File: config.mk
export PLATFORM = sky130hd
export DESIGN_NAME = rmq_sqrt_cell
export DESIGN_NICKNAME = d
export VERILOG_FILES = /design/src/rtl/core/rotation_matrix_to_quaternion_unit_assert.svh /design/src/rtl/core/rmq_sqrt_cell.sv
export SDC_FILE = /design/constraint.sdc
export NUM_CORES = 1
export LEC_CHECK = 0
export BUFFER_PORTS_ARGS = -buffer_cell sky130_fd_sc_hd__buf_2
export CORE_UTILIZATION = 47
export CTS_BUF_LIST = sky130_fd_sc_hd__clkbuf_16
export DETAILED_ROUTE_END_ITERATION = 10
export PLACE_DENSITY_LB_ADDON = 0.05
export REMOVE_ABC_BUFFERS = 1
export SETUP_SLACK_MARGIN = 0.15
export SKIP_CTS_REPAIR_TIMING = 1
export SYNTH_ARGS = -nofsm -noshare
export SYNTH_HDL_FRONTEND = slang
export SYNTH_SLANG_ARGS = --single-unit
File: constraint.sdc
create_clock -name clk -period 2.7 [get_ports clk]
set_input_delay 0.135 -clock clk [delete_from_list [all_inputs] [get_ports clk]]
set_output_delay 0.135 -clock clk [all_outputs]
set_load 0.01 [all_outputs]
File: src/rtl/core/rotation_matrix_to_quaternion_unit_assert.svh
// Assertion macros for the rotation matrix to quaternion unit.
// No dependencies; the macros expand to nothing when NO_ASSERTIONS is defined.
`ifndef ROTATION_MATRIX_TO_QUATERNION_UNIT_ASSERT_SVH
`define ROTATION_MATRIX_TO_QUATERNION_UNIT_ASSERT_SVH
`ifndef NO_ASSERTIONS
// Same-cycle implication, checked out of reset.
`define RMQ_ASSERT_IMP(lbl, clk, rst_n, ante, cons, msg) \
  lbl: assert property (@(posedge clk) disable iff (!rst_n) (ante) |-> (cons)) \
    else $error(msg);
// Next-cycle implication, checked out of reset.
`define RMQ_ASSERT_NXT(lbl, clk, rst_n, ante, cons, msg) \
  lbl: assert property (@(posedge clk) disable iff (!rst_n) (ante) |=> (cons)) \
    else $error(msg);
`else
`define RMQ_ASSERT_IMP(lbl, clk, rst_n, ante, cons, msg)
`define RMQ_ASSERT_NXT(lbl, clk, rst_n, ante, cons, msg)
`endif
`endif

File: src/rtl/core/rmq_sqrt_cell.sv
// One restoring square-root cell: one root bit per cell.
// Depends on nothing but its parameters.
`timescale 1ns / 1ps
module rmq_sqrt_cell #(
  parameter int RN     = 16,
  parameter int SIDE_W = 1
) (
  input  logic              clk,
  input  logic              en,
  input  logic [2*RN-1:0]   rad_i,
  input  logic [RN:0]       rem_i,
  input  logic [RN-1:0]     root_i,
  input  logic [SIDE_W-1:0] side_i,
  output logic [2*RN-1:0]   rad_r,
  output logic [RN:0]       rem_r,
  output logic [RN-1:0]     root_r,
  output logic [SIDE_W-1:0] side_r
);

  logic [RN+2:0] cat;
  logic [RN+2:0] trial;
  logic [RN+2:0] diff;
  logic          take;

  // bring down two radicand bits, try (4*root + 1)
  assign cat   = {rem_i, rad_i[2*RN-1 -: 2]};
  assign trial = {1'b0, root_i, 2'b01};
  assign diff  = cat - trial;
  assign take  = (cat >= trial);

  always_ff @(posedge clk) begin
    if (en) begin
      rad_r  <= {rad_i[2*RN-3:0], 2'b00};
      rem_r  <= take ? diff[RN:0] : cat[RN:0];
      root_r <= {root_i[RN-2:0], take};
      side_r <= side_i;
    end
  end

endmodule

Word-level counts from Yosys, hierarchy flattened
Index checks and enable logic that the tools add are counted.
{"block": "classes", "n_addsub": 1, "magnitude_cmp": 1, "n_mux": 1}
{"cell": "$ge 19x18->1", "count": 1}
{"cell": "$mux 17", "count": 1}
{"cell": "$sub 17x17->17", "count": 1}
{"block": "word_totals", "register_bits": 64, "in_bits": 68, "output_inout_bits": 66, "wordCells": 7}

Longest topological paths before layout
{"block": "depth", "ltp_word": 2, "ltp_mapped": 9}

Least setup slack after synthesis
OpenSTA, ideal clock, no wires.
{"block": "synth_path", "path_kind": "input-to-reg", "from": "input port root_i[8]", "to": "register rem_r[10], data pin", "setup_time_ns": 0.260, "arrival_ns": 2.021, "t_required_ns": 2.440, "path_slack_ns": 0.419, "path_stages": 9, "path_buffers": 1, "path_cell_list": "inv_1 -> ha_1 -> a21oi_2 -> o21ai_1 -> a311o_1 -> a21o_1 -> a21boi_4 -> buf_12 -> mux2_4"}
{"block": "synth_via", "elab_chain_len": 2}
{"element": "from (decl)", "line_no": "rmq_sqrt_cell.sv:12", "rtl": "input logic [RN-1:0] root_i,"}
{"element": "$sub 17x17->17 / $ge 19x18->1 (equally long branches)", "line_no": "rmq_sqrt_cell.sv:28, rmq_sqrt_cell.sv:29"}
{"element": "$mux 17 *", "line_no": "rmq_sqrt_cell.sv:34", "rtl": "rem_r <= take ? diff[RN:0] : cat[RN:0];"}
{"element": "to (signal assigned)", "line_no": "rmq_sqrt_cell.sv:34"}
{"element": "to (decl)", "line_no": "rmq_sqrt_cell.sv:15", "rtl": "output logic [RN:0] rem_r,"}
Mark *: on every way between the ends. The rest lies on a longest branch, timed or not.
A chain may end at the register's enable or synchronous reset.

Worst setup path after layout
{"block": "layout_path", "from": "input port root_i[14]", "to": "register rem_r[7], data pin"}
{"block": "layout_via", "elab_chain_len": 2}
{"element": "$ge 19x18->1", "line_no": "rmq_sqrt_cell.sv:29", "rtl": "assign take = (cat >= trial);"}
{"element": "$mux 17", "line_no": "rmq_sqrt_cell.sv:34"}
Every way passes these cells.

==> impl_metrics.json <==
{
  "cts_tree": "done",
  "grt_max_degree": 35,
  "switching_share_pct": 24.37,
  "gp_congestion": 0.8496,
  "dp_cells": 426,
  "postSynthCellCount": 215,
  "crit_type": "in2reg",
  "total_power_mw": 2.915,
  "dr.pass1.iters": 4,
  "track_usage_pct": 18.89,
  "rsz0062_at_grt": "no",
  "clockRootBuffer": "clkbuf_16",
  "yosys_register_bits": 64,
  "syn_avg_cell_area_um2": 14.28,
  "syn_area_um2": 3070,
  "hold_viol": 0,
  "cts-buffers-inserted": 9,
  "cts.sinks": 64,
  "critPathArrivalTime_ns": 2.53,
  "tns_ns": 0,
  "via_per_inst": 5.000,
  "cpLargestDelayFamily": "buffers and inverters",
  "grt_overflow": 0,
  "hpwl_um": 4711,
  "p_switching_uw": 710.4,
  "seq_power_share_pct": 42.5,
  "die_height_um": 82.83,
  "ys_types": 41,
  "yosys_warnings": 0,
  "internal_power_mw": 2.205,
  "clkPwrFrac_pct": 38.3,
  "final_antenna_net_count": 0,
  "drt-initial-drc-count": 81,
  "final_nets": 487,
  "grt_pass1_wl_um": 10190,
  "cts.clk_slew.worst_paths_ns": 0.05,
  "antennaDiodeCount": 0,
  "vias": 2415,
  "start_util_pct": 48.63,
  "p_per_area_nw_per_um2": 643.8,
  "wl_um": 7126,
  "wl_per_cell_um": 14.75,
  "setup_ws_ns": 0.2456,
  "drive_above_1_share_pct": 41.38,
  "slew_viol_final": 0,
  "slowest_stage": "dlygate4sd3_1",
  "synth_area_leader_cell": "edfxtp_1",
  "whs_ns": 0.01095,
  "seq_area_frac_synth_pct": 62.59,
  "die_width_um": 82.83,
  "hold_path_class": "in2reg",
  "drc": 0,
  "areaGrowthSynthToFinish_pct": 47.47,
  "maxCapViolCount": 0,
  "antenna_found_initial": 0,
  "htreeDepth": 3,
  "max_stage_delay_ns": 0.52,
  "layout_worst_path_cycle_share_pct": 90.90,
  "core-area_um2": 6314,
  "dpl_worst_slack_ns": 0.2438,
  "slew-limit-headroom_pct": 61.49,
  "utilization_pct": 71.72,
  "finalSetupViolCount": 0,
  "crit_chain": "dlygate4sd3_1 > buf_2 > inv_1 > ha_1 > a21o_1 > a211o_1 > a21oi_1 > a21boi_4 > buf_4 > mux2_2",
  "grt_pass1_vias": 2089,
  "synth_top_area_share_pct": 62.59,
  "final_area_um2": 4528,
  "vdd_ir_drop_max_uv": 476.4,
  "p_leak_nw": 2.051,
  "io_pins": 134,
  "cp_max_fo": 8,
  "worstMarginPinSlew_ns": 0.5703,
  "place_area_um2": 3829,
  "synth_area_leaders": "edfxtp_1, ha_1, mux2_2, mux2_4, inv_1",
  "final.min_clock_period_ns": 2.454,
  "startpoint_type": "input port",
  "io_buffers": 131,
  "combinationalPowerShare_pct": 19.3,
  "required_ns": 2.77,
  "status": "finished, final reports clean",
  "die_area_um2": 6860,
  "fmaxAchievable_ghz": 0.4074,
  "crit_buf_inv": 4,
  "fp-row-count": 29,
  "fin_cells": 483,
  "crit_path_end_kind": "register",
  "clk_path_buf_depth": 2
}
[power groups by stage]
stage / logic [mW] / clock network, mW / registers (mW)
after floorplan: 0.239 / 0 / 1.32
after global placement: 0.504 / 0 / 1.25
after detailed placement: 0.511 / 0 / 1.26
after CTS: 0.515 / 1.13 / 1.24
after global routing: 0.611 / 1.19 / 1.25
final: 0.561 / 1.12 / 1.24
[area by class of cell]
cell class / instances / area (um^2)
clock inverter: 7 / 63.81
sequential: 64 / 1922
timing repair buffer: 177 / 1104
inverter: 21 / 78.83
clock buffer: 9 / 225.2
tap: 77 / 96.34
fill: 454 / 1785
multi-input combinational: 128 / 1039
[layer usage]
layer | wire [um] | GRT usage (%) | vias up
li1 | - | - | 1182
met1 | 3206 | 25.65 | 1114
met2 | 3436 | 29.14 | 111
met3 | 439 | 6.064 | 8
met4 | 43 | 5.643 | 0
met5 | 0 | 0 | -
[cell families (layout without fill, tap and decap cells)]
group / Yosys count / after routing / synth area share [%]
compound gates: 46 / 46 / 10.31
fa+ha+maj: 18 / 18 / 7.335
simple gates: 31 / 31 / 5.053
mux: 17 / 17 / 6.887
xor+xnor: 14 / 14 / 3.994
flops: 64 / 64 / 62.59
other cells: 1 / 2 / 0.1221
buf+inv: 24 / 214 / 3.708
[cells in the mapped netlist]
cell	count
a211o_1	1
a211oi_1	3
a21boi_0	1
a21boi_4	1
a21o_1	4
a21oi_1	14
a21oi_2	1
a22o_1	1
a311o_1	2
a31o_2	1
a41oi_1	1
and2_1	2
and3_1	2
and4b_1	1
buf_12	1
buf_4	2
conb_1	1
edfxtp_1	64
ha_1	18
inv_1	21
mux2_2	9
mux2_4	6
mux2i_1	2
nand2_1	6
nand2b_1	1
nand3_1	1
nand4_1	2
nor2_1	10
nor2b_1	1
nor3_1	1
nor4_1	1
o211a_1	1
o211ai_1	2
o21a_1	2
o21ai_0	7
o21ai_1	1
o21bai_1	2
o41ai_1	1
or3_1	3
xnor2_1	8
xor2_1	6
[registers in the layout, indices dropped and copies added, names as in the netlist]
| signal | cells |
|---|---|
| rad_r | 30 |
| rem_r | 17 |
| root_r | 16 |
| side_r | 1 |
[worst paths after layout]
kind,from,end,cells past startpoint
max,root_i[14],rem_r[7],10
min,root_i[9],root_r[10],1
[cell usage in the layout, fill, tap and decap left out, types with 8 or more instances in the layout]
cell type      synthesis  layout
buf_2                  0     131
edfxtp_1              64      64
dlygate4sd3_1          0      41
inv_1                 21      22
ha_1                  18      18
a21oi_1               14      14
nor2_1                10      10
mux2_2                 9       9
clkbuf_16              0       9
xnor2_1                8       8
Power figures use the tool's default switching activity.
