**config.mk**
```make
export PLATFORM = sky130hd
export DESIGN_NAME = rmq_front
export DESIGN_NICKNAME = d
export VERILOG_FILES = /design/src/rtl/core/rotation_matrix_to_quaternion_unit_assert.svh /design/src/rtl/core/rmq_pkg.sv /design/src/rtl/core/rmq_front.sv
export SDC_FILE = /design/constraint.sdc
export NUM_CORES = 1
export LEC_CHECK = 0
export ABC_CLOCK_PERIOD_IN_PS = 11020
export BUFFER_PORTS_ARGS = -buffer_cell sky130_fd_sc_hd__buf_2
export CORE_MARGIN = 2
export CORE_UTILIZATION = 60
export DETAILED_ROUTE_END_ITERATION = 8
export PLACE_DENSITY_LB_ADDON = 0.25
export SETUP_SLACK_MARGIN = 0.4
export SLEW_MARGIN = 10
export SYNTH_ARGS = -nofsm -noshare
export SYNTH_HDL_FRONTEND = slang
export SYNTH_SLANG_ARGS = --single-unit
```
**constraint.sdc**
```tcl
create_clock -name clk -period 11.02 [get_ports clk]
set_input_delay 2.204 -clock clk [delete_from_list [all_inputs] [get_ports clk]]
set_output_delay 2.204 -clock clk [all_outputs]
set_load 0.02 [all_outputs]
```
**src/rtl/core/rotation_matrix_to_quaternion_unit_assert.svh**
```systemverilog
// Assertion macros for the rotation matrix to quaternion unit.
// No dependencies; the macros expand to nothing when NO_ASSERTIONS is defined.
`ifndef ROTATION_MATRIX_TO_QUATERNION_UNIT_ASSERT_SVH
`define ROTATION_MATRIX_TO_QUATERNION_UNIT_ASSERT_SVH
`ifndef NO_ASSERTIONS
// Same-cycle implication, checked out of reset.
`define RMQ_ASSERT_IMP(lbl, clk, rst_n, ante, cons, msg) \
  lbl: assert property (@(posedge clk) disable iff (!rst_n) (ante) |-> (cons)) \
    else $error(msg);
// Next-cycle implication, checked out of reset.
`define RMQ_ASSERT_NXT(lbl, clk, rst_n, ante, cons, msg) \
  lbl: assert property (@(posedge clk) disable iff (!rst_n) (ante) |=> (cons)) \
    else $error(msg);
`else
`define RMQ_ASSERT_IMP(lbl, clk, rst_n, ante, cons, msg)
`define RMQ_ASSERT_NXT(lbl, clk, rst_n, ante, cons, msg)
`endif
`endif

```
**src/rtl/core/rmq_pkg.sv**
```systemverilog
// Shared types and constants of the rotation matrix to quaternion unit.
// No dependencies.
`timescale 1ns / 1ps
package rmq_pkg;

  localparam int WORD_W        = 16;
  localparam int FRAC_BITS_DEF = 14;

  typedef struct packed {
    logic signed [WORD_W-1:0] c0r0;
    logic signed [WORD_W-1:0] c0r1;
    logic signed [WORD_W-1:0] c0r2;
    logic signed [WORD_W-1:0] c1r0;
    logic signed [WORD_W-1:0] c1r1;
    logic signed [WORD_W-1:0] c1r2;
    logic signed [WORD_W-1:0] c2r0;
    logic signed [WORD_W-1:0] c2r1;
    logic signed [WORD_W-1:0] c2r2;
  } rmq_in_t;

  typedef struct packed {
    logic signed [WORD_W-1:0] qx;
    logic signed [WORD_W-1:0] qy;
    logic signed [WORD_W-1:0] qz;
    logic signed [WORD_W-1:0] qw;
    logic                     invalid;
  } rmq_out_t;

  // Output slot that receives s/2
  typedef enum logic [1:0] {
    SLOT_X = 2'd0,
    SLOT_Y = 2'd1,
    SLOT_Z = 2'd2,
    SLOT_W = 2'd3
  } rmq_slot_t;

  // Control carried alongside the arithmetic
  typedef struct packed {
    logic      inv;
    rmq_slot_t hs;
    logic [2:0] neg;
  } rmq_ctl_t;

endpackage

```
**src/rtl/core/rmq_front.sv**
```systemverilog
// Front stage: trace, pivot choice, square-root argument and off-diagonal terms.
// Depends on rmq_pkg.
`timescale 1ns / 1ps
module rmq_front #(
  parameter int FRAC_BITS = 14,
  parameter int AW        = 19,
  parameter int MW        = 17
) (
  input  logic              clk,
  input  logic              en,
  input  rmq_pkg::rmq_in_t  in_data,
  output logic [AW-2:0]     arg_r,
  output logic [MW-1:0]     mag_r [3],
  output rmq_pkg::rmq_ctl_t ctl_r
);

  import rmq_pkg::*;

  localparam logic signed [AW-1:0] ZERO = '0;
  localparam logic signed [AW-1:0] ONE  = {{(AW-1){1'b0}}, 1'b1} << FRAC_BITS;

  logic [WORD_W-1:0]      raw [3][3];
  logic signed [AW-1:0]   e   [3][3];
  logic signed [AW-1:0]   trace;
  logic signed [AW-1:0]   arg;
  logic signed [AW-1:0]   dw  [3];
  logic signed [MW:0]     d   [3];
  logic                   tpos;
  rmq_slot_t              piv;
  rmq_ctl_t               ctl;
  logic [MW-1:0]          mag [3];

  assign raw[0][0] = in_data.c0r0;
  assign raw[0][1] = in_data.c0r1;
  assign raw[0][2] = in_data.c0r2;
  assign raw[1][0] = in_data.c1r0;
  assign raw[1][1] = in_data.c1r1;
  assign raw[1][2] = in_data.c1r2;
  assign raw[2][0] = in_data.c2r0;
  assign raw[2][1] = in_data.c2r1;
  assign raw[2][2] = in_data.c2r2;

  always_comb begin
    for (int c = 0; c < 3; c++) begin
      for (int r = 0; r < 3; r++) begin
        e[c][r] = signed'({{(AW-WORD_W){raw[c][r][WORD_W-1]}}, raw[c][r]});
      end
    end
  end

  always_comb begin
    trace = e[0][0] + e[1][1] + e[2][2];
    tpos  = (trace > ZERO);
    // strict compares: lowest index wins a tie
    piv = SLOT_X;
    if (e[1][1] > e[0][0]) piv = SLOT_Y;
    if (e[2][2] > ((piv == SLOT_Y) ? e[1][1] : e[0][0])) piv = SLOT_Z;
    if (tpos) begin
      arg    = trace + ONE;
      ctl.hs = SLOT_W;
      dw[0]  = e[1][2] - e[2][1];
      dw[1]  = e[2][0] - e[0][2];
      dw[2]  = e[0][1] - e[1][0];
    end else begin
      ctl.hs = piv;
      case (piv)
        SLOT_X: begin
          arg   = e[0][0] - (e[1][1] + e[2][2]) + ONE;
          dw[0] = e[0][1] + e[1][0];
          dw[1] = e[0][2] + e[2][0];
          dw[2] = e[1][2] - e[2][1];
        end
        SLOT_Y: begin
          arg   = e[1][1] - (e[2][2] + e[0][0]) + ONE;
          dw[0] = e[1][0] + e[0][1];
          dw[1] = e[1][2] + e[2][1];
          dw[2] = e[2][0] - e[0][2];
        end
        default: begin
          arg   = e[2][2] - (e[0][0] + e[1][1]) + ONE;
          dw[0] = e[2][0] + e[0][2];
          dw[1] = e[2][1] + e[1][2];
          dw[2] = e[0][1] - e[1][0];
        end
      endcase
    end
    ctl.inv = (arg <= ZERO);
    for (int l = 0; l < 3; l++) begin
      d[l]       = dw[l][MW:0];
      ctl.neg[l] = d[l][MW];
      mag[l]     = d[l][MW] ? MW'(-d[l]) : d[l][MW-1:0];
    end
  end

  always_ff @(posedge clk) begin
    if (en) begin
      arg_r <= arg[AW-2:0];
      mag_r <= mag;
      ctl_r <= ctl;
    end
  end

endmodule

```
After elaboration in Yosys (flattened, before gate mapping)
Cells that the tools add are included.
- input bits: 146
- word-level logic and storage cells: 44
- RAM bits: 0
- register bits: 75
- bits in read-only memories: 0
- latch bits: 0
- memories kept: 0
- bitwise gates (word level): 0
- divide/modulo/power cells: 0
- order comparisons: 4
- add/sub/neg operators: 20
- shift operators: 0
- multiply operators: 0
- mux-type cells: 10
- reduce and logical (&&, ||, !) cells: 1
- equal/unequal tests: 2
- operator list (cell ; count):
    56-bit case mux with 2 select lines ; 1
    16-bit by 16-bit adder with 17-bit output ; 6
    18-bit by 16-bit adder with 19-bit output (second input constant) ; 3
    56-bit 2-to-1 mux ; 1
    16-bit by 17-bit subtractor with 18-bit output ; 3
    17-bit 2-to-1 mux ; 3
    17-bit negator ; 3
    16-bit by 16-bit subtractor with 17-bit output ; 3
    19-bit 2-to-1 mux ; 2
    19-bit case mux with 2 select lines ; 1
    19-bit by 16-bit adder with 19-bit output (second input constant) ; 1
    16-bit by 19-bit > comparator with 1-bit output ; 1
    19-bit by 1-bit > comparator with 1-bit output (second input constant) ; 1
    19-bit by 1-bit <= comparator with 1-bit output (second input constant) ; 1
    17-bit by 16-bit adder with 18-bit output ; 1
    16-bit > comparator ; 1
    2-bit by 1-bit equality test with 1-bit output (second input constant) ; 2
    2-bit zero test ; 1
    2-bit 2-to-1 mux ; 1
    1-bit 2-to-1 mux ; 1

Longest topological paths before layout
- word-level depth: 11
- mapped depth: 39

Worst setup path before layout
No wires, ideal clock.
- path kind: input -> register
- start: in in_data[143] in the netlist's numbering
- end: reg mag_r[48] in the netlist's numbering, data pin
- cell stages on the path: 32
- library setup time: 0.265 ns
- required time: 10.755 ns
- path slack: 1.887 ns
- arrival time: 8.868 ns
- cell sequence: inv_1 ha_1 buf_2 nand4_1 or2_1 a211o_1 a31oi_1 or3_1 buf_2 buf_2 buf_2 buf_1 clkbuf_1 buf_1 a21oi_1 ha_1 a21o_1 a221o_1 a221oi_1 a221o_1 buf_2 buf_1 buf_1 buf_1 mux2i_1 o21a_1 inv_1 ha_1 o2111a_1 nand3_1 o21ai_0 xor2_1
- RTL lines (item ; RTL line ; RTL):
    start: declaration ; rmq_front.sv:11 ; input rmq_pkg::rmq_in_t in_data,
    end signal: assignment ; rmq_front.sv:98 ; mag_r <= mag;
    end: declaration ; rmq_front.sv:13 ; output logic [MW-1:0] mag_r [3],

==> flow_summary.ini <==
[layout]
final_core_util_pct = 67.2
final_cells = 2482
num_antenna_cells = 0
fill_cells = 2277
final_nets = 2595
layout_commonest_cell = ha_1
drive_above_1_share_pct = 13.5
final_cell_mix = ha_1, buf_2, inv_1
syn_to_final_growth_pct = 10.3

[floorplanning]
die_area_um2 = 27700
rows = 59
core_um2 = 26000
ios = 221
die_y_um = 166
fp.dieW_um = 166
start_util_pct = 60.9

[yosys]
ys_dominant_reg_cell = edfxtp_1
synthDistinctLibCells = 87
synth_area_leaders = ha_1, edfxtp_1, xnor2_1
synthArstFlopShare_pct = 0
ys_seq_area_share_pct = 14.2
yosys.area.top_type = ha_1
mappedNetlistNets = 2431
ys_ff_latch = 75
synth-edff-count = 75
netlist_instances = 1978
synth_warnings = 0
synth_top_area_share_pct = 20.9
netlist_area_um2 = 15800
synth.avg_cell_area_um2 = 8.00

[clock_tree]
cts_tree = done
cts.sinks = 75
path_clk_slew_ns = 0.07
cts-root-buf = clkbuf_16
cts_resized = 0
numCtsBuffers = 9
cts_hold_buf = 0
clk_path_buf_depth = 2
cts_setup_buffers = 0
h-tree-depth = 3

[run]
max_cap_viol_count = 0

[placed_design]
placed_cells_incl_taps = 2466
numPortBuffers = 220
gp_congestion = 0.967
hpwl_mm = 39.2

[timing]
fmax_mhz = 102
timing.final.crit_share_pct = 88.6
setup_tns_ns = 0
hold_viol_final = 0
grt_setup_unrepaired = no
final-setup-viol-count = 0
relSlewSlack_pct = 32.1
fin_crit_ns = 9.76
report.final.slew_viol_count = 0
worstMarginPinSlew_ns = 1.01

[worst_hold_path]
holdPathStages = 2
hp-class = primary input to flip-flop
min_to = arg_r[0]
min_from = in_data[64]

[global_route]
grt_start_max_net_pins = 76
grt_pass1_vias = 14400
grt_antenna_before_repair = 0
grt.overflow.total = 0
grt_pass1_wl_mm = 75.0
grtUsageTotal_pct = 33.5

[drt]
drc = 0
via_per_inst = 6.17
firstDrtPassIters = 7
drtAntennaViolNets = 0
drt-total-wl_mm = 47.3
vias = 15300
avgRoutedWirePerCell_um = 19.1
initialDrtViolationCount = 1696

[power]
vdd_drop_max_uv = 137
leakage_nw = 8.20
design_power_total_mw = 2.84
pwr_density_cell_nw_per_um2 = 163

[setup_path]
crit_path_max_incr_delay_ns = 0.51
crit_top_cell = a21oi_1
crit_fanout = 21
critPathArrivalTime_ns = 9.86
critical_path_class = primary input to flip-flop
crit_required_ns = 11.12
cp-start-kind = primary input
endpoint_kind = flip-flop
slowest_stage = nor4b_1

[outcome]
status = complete, no violations
## kinds of logic (layout without fill, tap and decap cells)
| logic type | Yosys count | after routing | synth area share [%] |
|---|---|---|---|
| AO/OA/AOI/OAI | 548 | 548 | 22.7 |
| XOR/XNOR | 180 | 180 | 9.96 |
| adder cells (fa/ha/maj) | 307 | 307 | 26.3 |
| buffers and inverters | 287 | 456 | 7.06 |
| flip-flops | 75 | 75 | 14.2 |
| multiplexers | 52 | 52 | 3.32 |
| AND/OR/NAND/NOR | 529 | 529 | 16.4 |
## flip-flops by register name (all words and copies together), names as in the netlist
name and flops:
arg_r 18, ctl_r 6, mag_r 51
## area by class of cell
class	count	area (µm²)	area share, %
clock buffers	9	225	1.29
clock inverters	7	100	0.574
inverters	210	788	4.52
multi-input cells	1616	12500	71.6
flip-flops and latches	75	2250	12.9
well taps	335	419	2.40
repair buffers	230	1180	6.75
## cells in the mapped netlist (27+ instances only)
cell and number:
ha_1 264, inv_1 209, a21oi_1 168, nor2_1 155, xnor2_1 133, nand2_1 121, o21ai_0 102, edfxtp_1 75
mux2i_1 48, clkbuf_1 47, xor2_1 47, nor3_1 44, fa_1 43, nand3_1 37, o21bai_1 33, a211oi_1 29
a31oi_1 29, a21o_1 27
## report_power, final
| part | switching [mW] | leakage, nW | internal, mW |
|---|---|---|---|
| logic | 1.25 | 7.31 | 0.737 |
| registers | 0.0517 | 0.733 | 0.473 |
| clock network | 0.129 | 0.156 | 0.200 |
| total | 1.43 | 8.20 | 1.41 |
## worst max-delay path by stage
| stage | from | end | cells past startpoint |
|---|---|---|---|
| 3_3_place_gp | in_data[130] | mag_r[31] | 38 |
| 6_report | in_data[130] | mag_r[31] | 38 |
| 3_5_place_dp | in_data[130] | mag_r[31] | 38 |
| 4_1_cts | in_data[130] | mag_r[31] | 38 |
| 2_1_floorplan | in_data[143] | mag_r[48] | 32 |
| 5_1_grt | in_data[130] | mag_r[31] | 38 |
## through the flow
stage | instance area, µm² | worst slack [ns] | hold WS (ns)
after global placement | 17100 | 1.37 | 2.65
after global routing | 17500 | 0.739 | 2.56
after detailed placement | 17100 | 1.12 | 2.65
final | 17500 | 1.26 | 2.52
after floorplan | 15800 | 1.89 | 2.32
after CTS | 17500 | 1.44 | 2.50
## routing by layer
metal	wire length, µm	track usage [%]	up-vias	part of all wire, %
met3	4520	5.65	68	9.5
met2	19600	50.0	710	41
li1	-	-	7364	-
met1	22200	50.5	7162	47
met4	1020	7.50	0	2.2
met5	0	0	-	0
## critical path, delay by kind of cell
kind / cells / cell delay (ns)
buffers and inverters: 3 / 0.27
muxes: 1 / 0.18
xor gates and xnor gates: 3 / 0.58
AOI/OAI and AO/OA: 17 / 3.53
and+or+nand+nor: 10 / 1.99
adders and majority gates: 4 / 1.11
No activity file was read; power rests on OpenSTA's default activity.
