--- src/rtl/core/rotation_matrix_to_quaternion_unit_assert.svh ---
// Assertion macros for the rotation matrix to quaternion unit.
// No dependencies; the macros expand to nothing when NO_ASSERTIONS is defined.
`ifndef ROTATION_MATRIX_TO_QUATERNION_UNIT_ASSERT_SVH
`define ROTATION_MATRIX_TO_QUATERNION_UNIT_ASSERT_SVH
`ifndef NO_ASSERTIONS
// Same-cycle implication, checked out of reset.
`define RMQ_ASSERT_IMP(lbl, clk, rst_n, ante, cons, msg) \
  lbl: assert property (@(posedge clk) disable iff (!rst_n) (ante) |-> (cons)) \
    else $error(msg);
// Next-cycle implication, checked out of reset.
`define RMQ_ASSERT_NXT(lbl, clk, rst_n, ante, cons, msg) \
  lbl: assert property (@(posedge clk) disable iff (!rst_n) (ante) |=> (cons)) \
    else $error(msg);
`else
`define RMQ_ASSERT_IMP(lbl, clk, rst_n, ante, cons, msg)
`define RMQ_ASSERT_NXT(lbl, clk, rst_n, ante, cons, msg)
`endif
`endif

--- src/rtl/core/rmq_div_cell.sv ---
// One restoring division cell for three lanes sharing a divisor: one quotient bit.
// Depends on nothing but its parameters.
`timescale 1ns / 1ps
module rmq_div_cell #(
  parameter int NW     = 32,
  parameter int DW     = 17,
  parameter int SIDE_W = 1
) (
  input  logic              clk,
  input  logic              en,
  input  logic [NW-1:0]     num_i  [3],
  input  logic [DW-1:0]     rem_i  [3],
  input  logic [NW-1:0]     quot_i [3],
  input  logic [DW-1:0]     den_i,
  input  logic [SIDE_W-1:0] side_i,
  output logic [NW-1:0]     num_r  [3],
  output logic [DW-1:0]     rem_r  [3],
  output logic [NW-1:0]     quot_r [3],
  output logic [DW-1:0]     den_r,
  output logic [SIDE_W-1:0] side_r
);

  logic [DW:0]   cat  [3];
  logic [DW:0]   diff [3];
  logic [2:0]    ge;

  always_comb begin
    for (int l = 0; l < 3; l++) begin
      cat[l]  = {rem_i[l], num_i[l][NW-1]};
      diff[l] = cat[l] - {1'b0, den_i};
      ge[l]   = (cat[l] >= {1'b0, den_i});
    end
  end

  always_ff @(posedge clk) begin
    if (en) begin
      for (int l = 0; l < 3; l++) begin
        num_r[l]  <= {num_i[l][NW-2:0], 1'b0};
        rem_r[l]  <= ge[l] ? diff[l][DW-1:0] : cat[l][DW-1:0];
        quot_r[l] <= {quot_i[l][NW-2:0], ge[l]};
      end
      den_r  <= den_i;
      side_r <= side_i;
    end
  end

endmodule

--- config.mk ---
export PLATFORM = sky130hd
export DESIGN_NAME = rmq_div_cell
export DESIGN_NICKNAME = d
export VERILOG_FILES = /design/src/rtl/core/rotation_matrix_to_quaternion_unit_assert.svh /design/src/rtl/core/rmq_div_cell.sv
export SDC_FILE = /design/constraint.sdc
export NUM_CORES = 1
export LEC_CHECK = 0
export BUFFER_PORTS_ARGS = -buffer_cell sky130_fd_sc_hd__buf_2
export CELL_PAD_IN_SITES_DETAIL_PLACEMENT = 0
export CELL_PAD_IN_SITES_GLOBAL_PLACEMENT = 2
export CORE_ASPECT_RATIO = 0.75
export CORE_MARGIN = 5
export CORE_UTILIZATION = 31
export CTS_BUF_LIST = sky130_fd_sc_hd__clkbuf_4 sky130_fd_sc_hd__clkbuf_8
export DETAILED_ROUTE_END_ITERATION = 8
export HOLD_SLACK_MARGIN = 0.08
export PLACE_DENSITY_LB_ADDON = 0.08
export SYNTH_ARGS = -nofsm -noshare
export SYNTH_HDL_FRONTEND = slang
export SYNTH_SLANG_ARGS = --single-unit
--- constraint.sdc ---
create_clock -name clk -period 3.6 [get_ports clk]
set_input_delay 0.36 -clock clk [delete_from_list [all_inputs] [get_ports clk]]
set_output_delay 0.36 -clock clk [all_outputs]
set_load 0.005 [all_outputs]
* Word level (Yosys, flattened, before mapping)
Index checks and enable logic that the tools add are counted.
Storage, ports and cells: memories 0, bits in registers 258, latch bits 0, memory bits (writable) 0, logic and storage cells 20, bits in read-only memories 0
Operators by class: add/subtract/negate cells 3, mux-type cells 3, shift operators 0, magnitude comparators 3, reductions and logical operators 0, bitwise gates (word level) 0, div/mod/pow operators 0, eq/ne operators 0, multiply operators 0
Operator list (number):
- 18-bit by 17-bit greater-or-equal comparator with 1-bit output | 3
- 17-bit two-way mux | 3
- 17-bit subtractor | 3

* Longest topological paths before layout
depth in word-level cells 2, mapped depth 13, mapped depth without buffers 12

* Worst setup path after synthesis
No wires, ideal clock.
path type input -> register, start input num_i[95] (netlist name), end register rem_r[48] (netlist name) (data pin), path slack 772 ps, required time 3340 ps, stages on the path 13, arrival 2567 ps, cells stage by stage inv_1 -> ha_1 -> inv_1 -> fa_1 -> a21o_1 -> a21oi_1 -> nand3b_1 -> a21oi_2 -> o2111ai_4 -> and2_4 -> buf_6 -> buf_6 -> mux2_4
Between the ends: cells in the longest elaborated chain, start to end 2
Ends and longest elaborated chain:
- start: declaration | RTL line rmq_div_cell.sv:11 | input logic [NW-1:0] num_i [3],
- 17-bit subtractor or 18-bit by 17-bit greater-or-equal comparator with 1-bit output (tied branches) | RTL line rmq_div_cell.sv:30, rmq_div_cell.sv:31
- 17-bit two-way mux (*) | RTL line rmq_div_cell.sv:39 | rem_r[l] <= ge[l] ? diff[l][DW-1:0] : cat[l][DW-1:0];
- end signal: indexed assignment | RTL line rmq_div_cell.sv:39
- end: declaration | RTL line rmq_div_cell.sv:17 | output logic [DW-1:0] rem_r [3],
Every way passes the cells marked *; elsewhere a longest branch is shown, timed or not. A chain may end at the register's enable or synchronous reset.

* Final worst setup path
start input den_i[0], end register rem_r[30] (netlist name) (data pin)
Between the ends: cells in the longest elaborated chain, start to end 2
Ends and longest elaborated chain:
- start: declaration | RTL line rmq_div_cell.sv:14 | input logic [DW-1:0] den_i,
- 18-bit by 17-bit greater-or-equal comparator with 1-bit output | RTL line rmq_div_cell.sv:31 | ge[l] = (cat[l] >= {1'b0, den_i});
- net ge[1] | RTL line rmq_div_cell.sv:25 | logic [2:0] ge;
- 17-bit two-way mux | RTL line rmq_div_cell.sv:39
The timed path passes the listed nets, and every way through them passes these cells.

==> summary.md <==
## Synth
- Netlist Area Pre-Place: 11020 um2
- number of warnings issued by yosys: 0
- number of unique standard cell types used by synthesis: 57
- share of async-settable or async-resettable flops after synthesis: 0%
- portion of the post-synthesis area used by sequential elements: 70.33%
- EDFF count, synth: 258
- Primary FF master, synth: sky130_fd_sc_hd__edfxtp_1
- mean cell area of the mapped netlist: 15.41 um2
- number of synthesized register bits: 258
- number of cells produced by synthesis: 715

## Place
- pre-CTS setup slack: 0.3919 ns
- DP HPWL: 29360 um
- instance area at placement: 14190 um2
- placer congestion estimate: 0.7676
- number of port buffers: 517

## Timing
- endpoints failing setup: 0
- smallest setup slack after layout: 0.4262 ns
- Max Clk Rate: 315.1 MHz
- min cycle time layout: 3.174 ns
- Period Utilization, post-route: 88.16%
- Hold Fails Final Rpt: 0
- RSZ-0062 raised after global routing: false
- transition time at the pin with the least slew margin: 0.8107 ns
- final total negative setup slack: 0 ns
- fin. max-slew vios: 0
- worst rel slew slack: 44.55%

## Setup path
- Setup crit end kind: flip-flop
- delay contributed by the slowest stage of the critical path: 0.52 ns
- Worst path slowest cell: sky130_fd_sc_hd__dlygate4sd3_1
- CP arrival: 3.47 ns
- count of buffering cells on the critical path with inverters included: 4
- Critical Path Fanout Max: 13
- CP startpoint kind: input pin
- sequence of cells on the critical path: dlygate4sd3_1 -> buf_2 -> ha_1 -> inv_1 -> fa_1 -> a21o_1 -> a21oi_1 -> o21a_1 -> o21ai_0 -> a21oi_2 -> inv_2 -> mux2_2
- Worst EP required: 3.90 ns
- cell family with most CP delay: compound AO/OA/AOI/OAI gates
- Worst Setup Path Type: input pin to flip-flop

## Routing
- DR pass1 iterations: 5
- count of routing violations after the opening detailed-route iteration: 360
- DRC Markers: 0
- Avg WL per Cell: 19.58 um
- number of nets with antenna violations after detailed routing: 0
- mean number of vias per cell: 4.456
- wirelength, routed: 38750 um
- Via Count: 8818

## Global routing
- number of antenna violations at the first check in global routing: 10
- pin count of the biggest net entering global routing: 69
- first-pass GRT wire length: 56110 um
- via count of the first global-routing pass: 9274
- global-route total usage across every layer: 18.57%
- global route total overflow: 0

## Power
- worst vdd ir: 0.4069 mV
- ratio of total power to cell area: 447.9 nW/um2
- total power consumption of the routed design: 7.693 mW
- leakage power total: 7.406 nW

## Clock tree
- number of buffers created by CTS: 45
- CTS tree: done
- clock tree buffer depth: 3
- buffer count from post-CTS setup fixing: 0
- post-CTS clock slew at the launch and capture registers of the worst setup and hold paths: 0.06 ns
- Max H-tree Level: 2
- number of sinks on the clock net: 258
- clock tree root driver cell: sky130_fd_sc_hd__clkbuf_8

## Die
- num rows: 59
- die outline area: 39440 um2
- initial core utilization: 31.55%
- I/O pin cnt: 524
- core outline area: 34920 um2
- Horiz. Die Dim: 227.7 um
- chip height: 173.3 um

## Min path
- type of the tightest min-delay check: input pin to flip-flop

## Cells and area
- register area: 7747 um2
- Layout Area Growth over Synthesis: 55.94%
- filler cell count in the final layout: 3199
- net count of the finished layout: 1807
- design area: 17180 um2
- share of post-route cells with drive strength above 1: 41.51%
- area of combinational cells with multiple inputs: 3019 um2

## Job
- # Max-Cap Violations: 0

## Status
- run status: completed

==> per-layer routing <==
layer	GRT usage, %	share of wire, %	vias up
met5	0	0.19	-
met3	6.941	9.5	69
met2	31.69	48	340
met4	4.384	2.2	14
li1	-	-	4299
met1	22.33	40	4096
==> metrics by stage <==
stage	hold slack, ns	instances	util [%]
2_1_floorplan	0.4589	717	-
3_3_place_gp	0.5365	1685	40.63
3_5_place_dp	0.5381	1685	40.63
4_1_cts	0.08007	1977	49.18
5_1_grt	0.09631	1979	49.20
6_report	0.1418	1979	49.20
==> state kept, by name (all words and copies together) (netlist names) <==
signal  count
quot_r     96
num_r      93
rem_r      51
den_r      17
side_r      1
==> what timing repair did <==
item / CTS / global route
resized for setup: 0 / 0
endpoints found under the hold margin: 215 / 0
hold buffers: 215 / 0
==> cells in the mapped netlist (3+ instances only) <==
cell type | instances | area share [%]
sky130_fd_sc_hd__a2111oi_0 | 5 | 0.40
sky130_fd_sc_hd__a211o_1 | 3 | 0.24
sky130_fd_sc_hd__a211oi_1 | 6 | 0.41
sky130_fd_sc_hd__a21o_1 | 21 | 1.4
sky130_fd_sc_hd__a21oi_1 | 46 | 2.1
sky130_fd_sc_hd__a21oi_2 | 4 | 0.32
sky130_fd_sc_hd__a31oi_1 | 3 | 0.17
sky130_fd_sc_hd__buf_2 | 3 | 0.14
sky130_fd_sc_hd__buf_4 | 3 | 0.20
sky130_fd_sc_hd__buf_6 | 6 | 0.61
sky130_fd_sc_hd__clkbuf_1 | 4 | 0.14
sky130_fd_sc_hd__edfxtp_1 | 258 | 70
sky130_fd_sc_hd__fa_1 | 3 | 0.55
sky130_fd_sc_hd__ha_1 | 51 | 5.8
sky130_fd_sc_hd__inv_1 | 34 | 1.2
sky130_fd_sc_hd__mux2_2 | 19 | 1.9
sky130_fd_sc_hd__nand2_1 | 37 | 1.3
sky130_fd_sc_hd__nand2b_1 | 4 | 0.23
sky130_fd_sc_hd__nand3_1 | 15 | 0.68
sky130_fd_sc_hd__nand4_1 | 8 | 0.45
sky130_fd_sc_hd__nor2_1 | 29 | 0.99
sky130_fd_sc_hd__nor2b_1 | 7 | 0.40
sky130_fd_sc_hd__nor3_1 | 12 | 0.55
sky130_fd_sc_hd__nor3b_1 | 4 | 0.27
sky130_fd_sc_hd__o2111ai_1 | 3 | 0.24
sky130_fd_sc_hd__o21a_1 | 13 | 0.89
sky130_fd_sc_hd__o21ai_0 | 31 | 1.4
sky130_fd_sc_hd__o21bai_1 | 6 | 0.41
sky130_fd_sc_hd__o31ai_1 | 7 | 0.48
sky130_fd_sc_hd__xnor2_1 | 24 | 1.9
sky130_fd_sc_hd__xor2_1 | 13 | 1.0
==> path summary, 6_finish.rpt <==
| kind | from | end | slack (ns) | cells past startpoint |
|---|---|---|---|---|
| worst min-delay path | rem_i[4] | rem_r[5]$_DFFE_PP_ | 0.14 | 2 |
| worst max-delay path | den_i[0] | rem_r[30]$_DFFE_PP_ | 0.43 | 12 |
==> power breakdown <==
part	switching, mW	internal, mW
clock network	1.19	1.36
registers	0.0655	3.65
logic	0.719	0.717
total	1.97	5.72
==> layout by cell type, fill, tap and decap left out, types with 4 or more instances in the layout <==
master and instances:
sky130_fd_sc_hd__buf_2 516, sky130_fd_sc_hd__edfxtp_1 258, sky130_fd_sc_hd__dlygate4sd3_1 215, sky130_fd_sc_hd__ha_1 51, sky130_fd_sc_hd__clkbuf_8 47, sky130_fd_sc_hd__a21oi_1 46, sky130_fd_sc_hd__nand2_1 37, sky130_fd_sc_hd__inv_1 34
sky130_fd_sc_hd__o21ai_0 31, sky130_fd_sc_hd__nor2_1 29, sky130_fd_sc_hd__xnor2_1 24, sky130_fd_sc_hd__a21o_1 21, sky130_fd_sc_hd__mux2_2 19, sky130_fd_sc_hd__nand3_1 15, sky130_fd_sc_hd__clkbuf_4 15, sky130_fd_sc_hd__o21a_1 13
sky130_fd_sc_hd__xor2_1 13, sky130_fd_sc_hd__nor3_1 12, sky130_fd_sc_hd__nand4_1 8, sky130_fd_sc_hd__buf_4 8, sky130_fd_sc_hd__nor2b_1 7, sky130_fd_sc_hd__o31ai_1 7, sky130_fd_sc_hd__clkinv_1 7, sky130_fd_sc_hd__a211oi_1 6
sky130_fd_sc_hd__o21bai_1 6, sky130_fd_sc_hd__a2111oi_0 5, sky130_fd_sc_hd__clkinv_2 5, sky130_fd_sc_hd__nor3b_1 4, sky130_fd_sc_hd__nand2b_1 4, sky130_fd_sc_hd__a21oi_2 4
==> final cells by class <==
cell class / count / share of cell area (%)
sequential: 258 / 45.10
timing repair buffer: 743 / 28.35
multi-input combinational: 407 / 17.58
clock buffer: 62 / 4.421
tap: 457 / 3.329
inverter: 35 / 0.7648
clock inverter: 15 / 0.4297
antenna: 2 / 0.02914
==> cells by family (layout without fill, tap and decap cells) <==
logic type / after synthesis / in the layout / synth area share (%)
buffers and inverters: 52 / 855 / 2.328
other: 1 / 5 / 0.03404
DFF: 258 / 258 / 70.33
and+or+nand+nor: 129 / 129 / 5.634
adders and majority gates: 54 / 54 / 6.338
xor gates and xnor gates: 37 / 37 / 2.942
muxes: 22 / 22 / 2.260
AOI/OAI and AO/OA: 162 / 162 / 10.13
No activity file was read; power rests on OpenSTA's default activity.
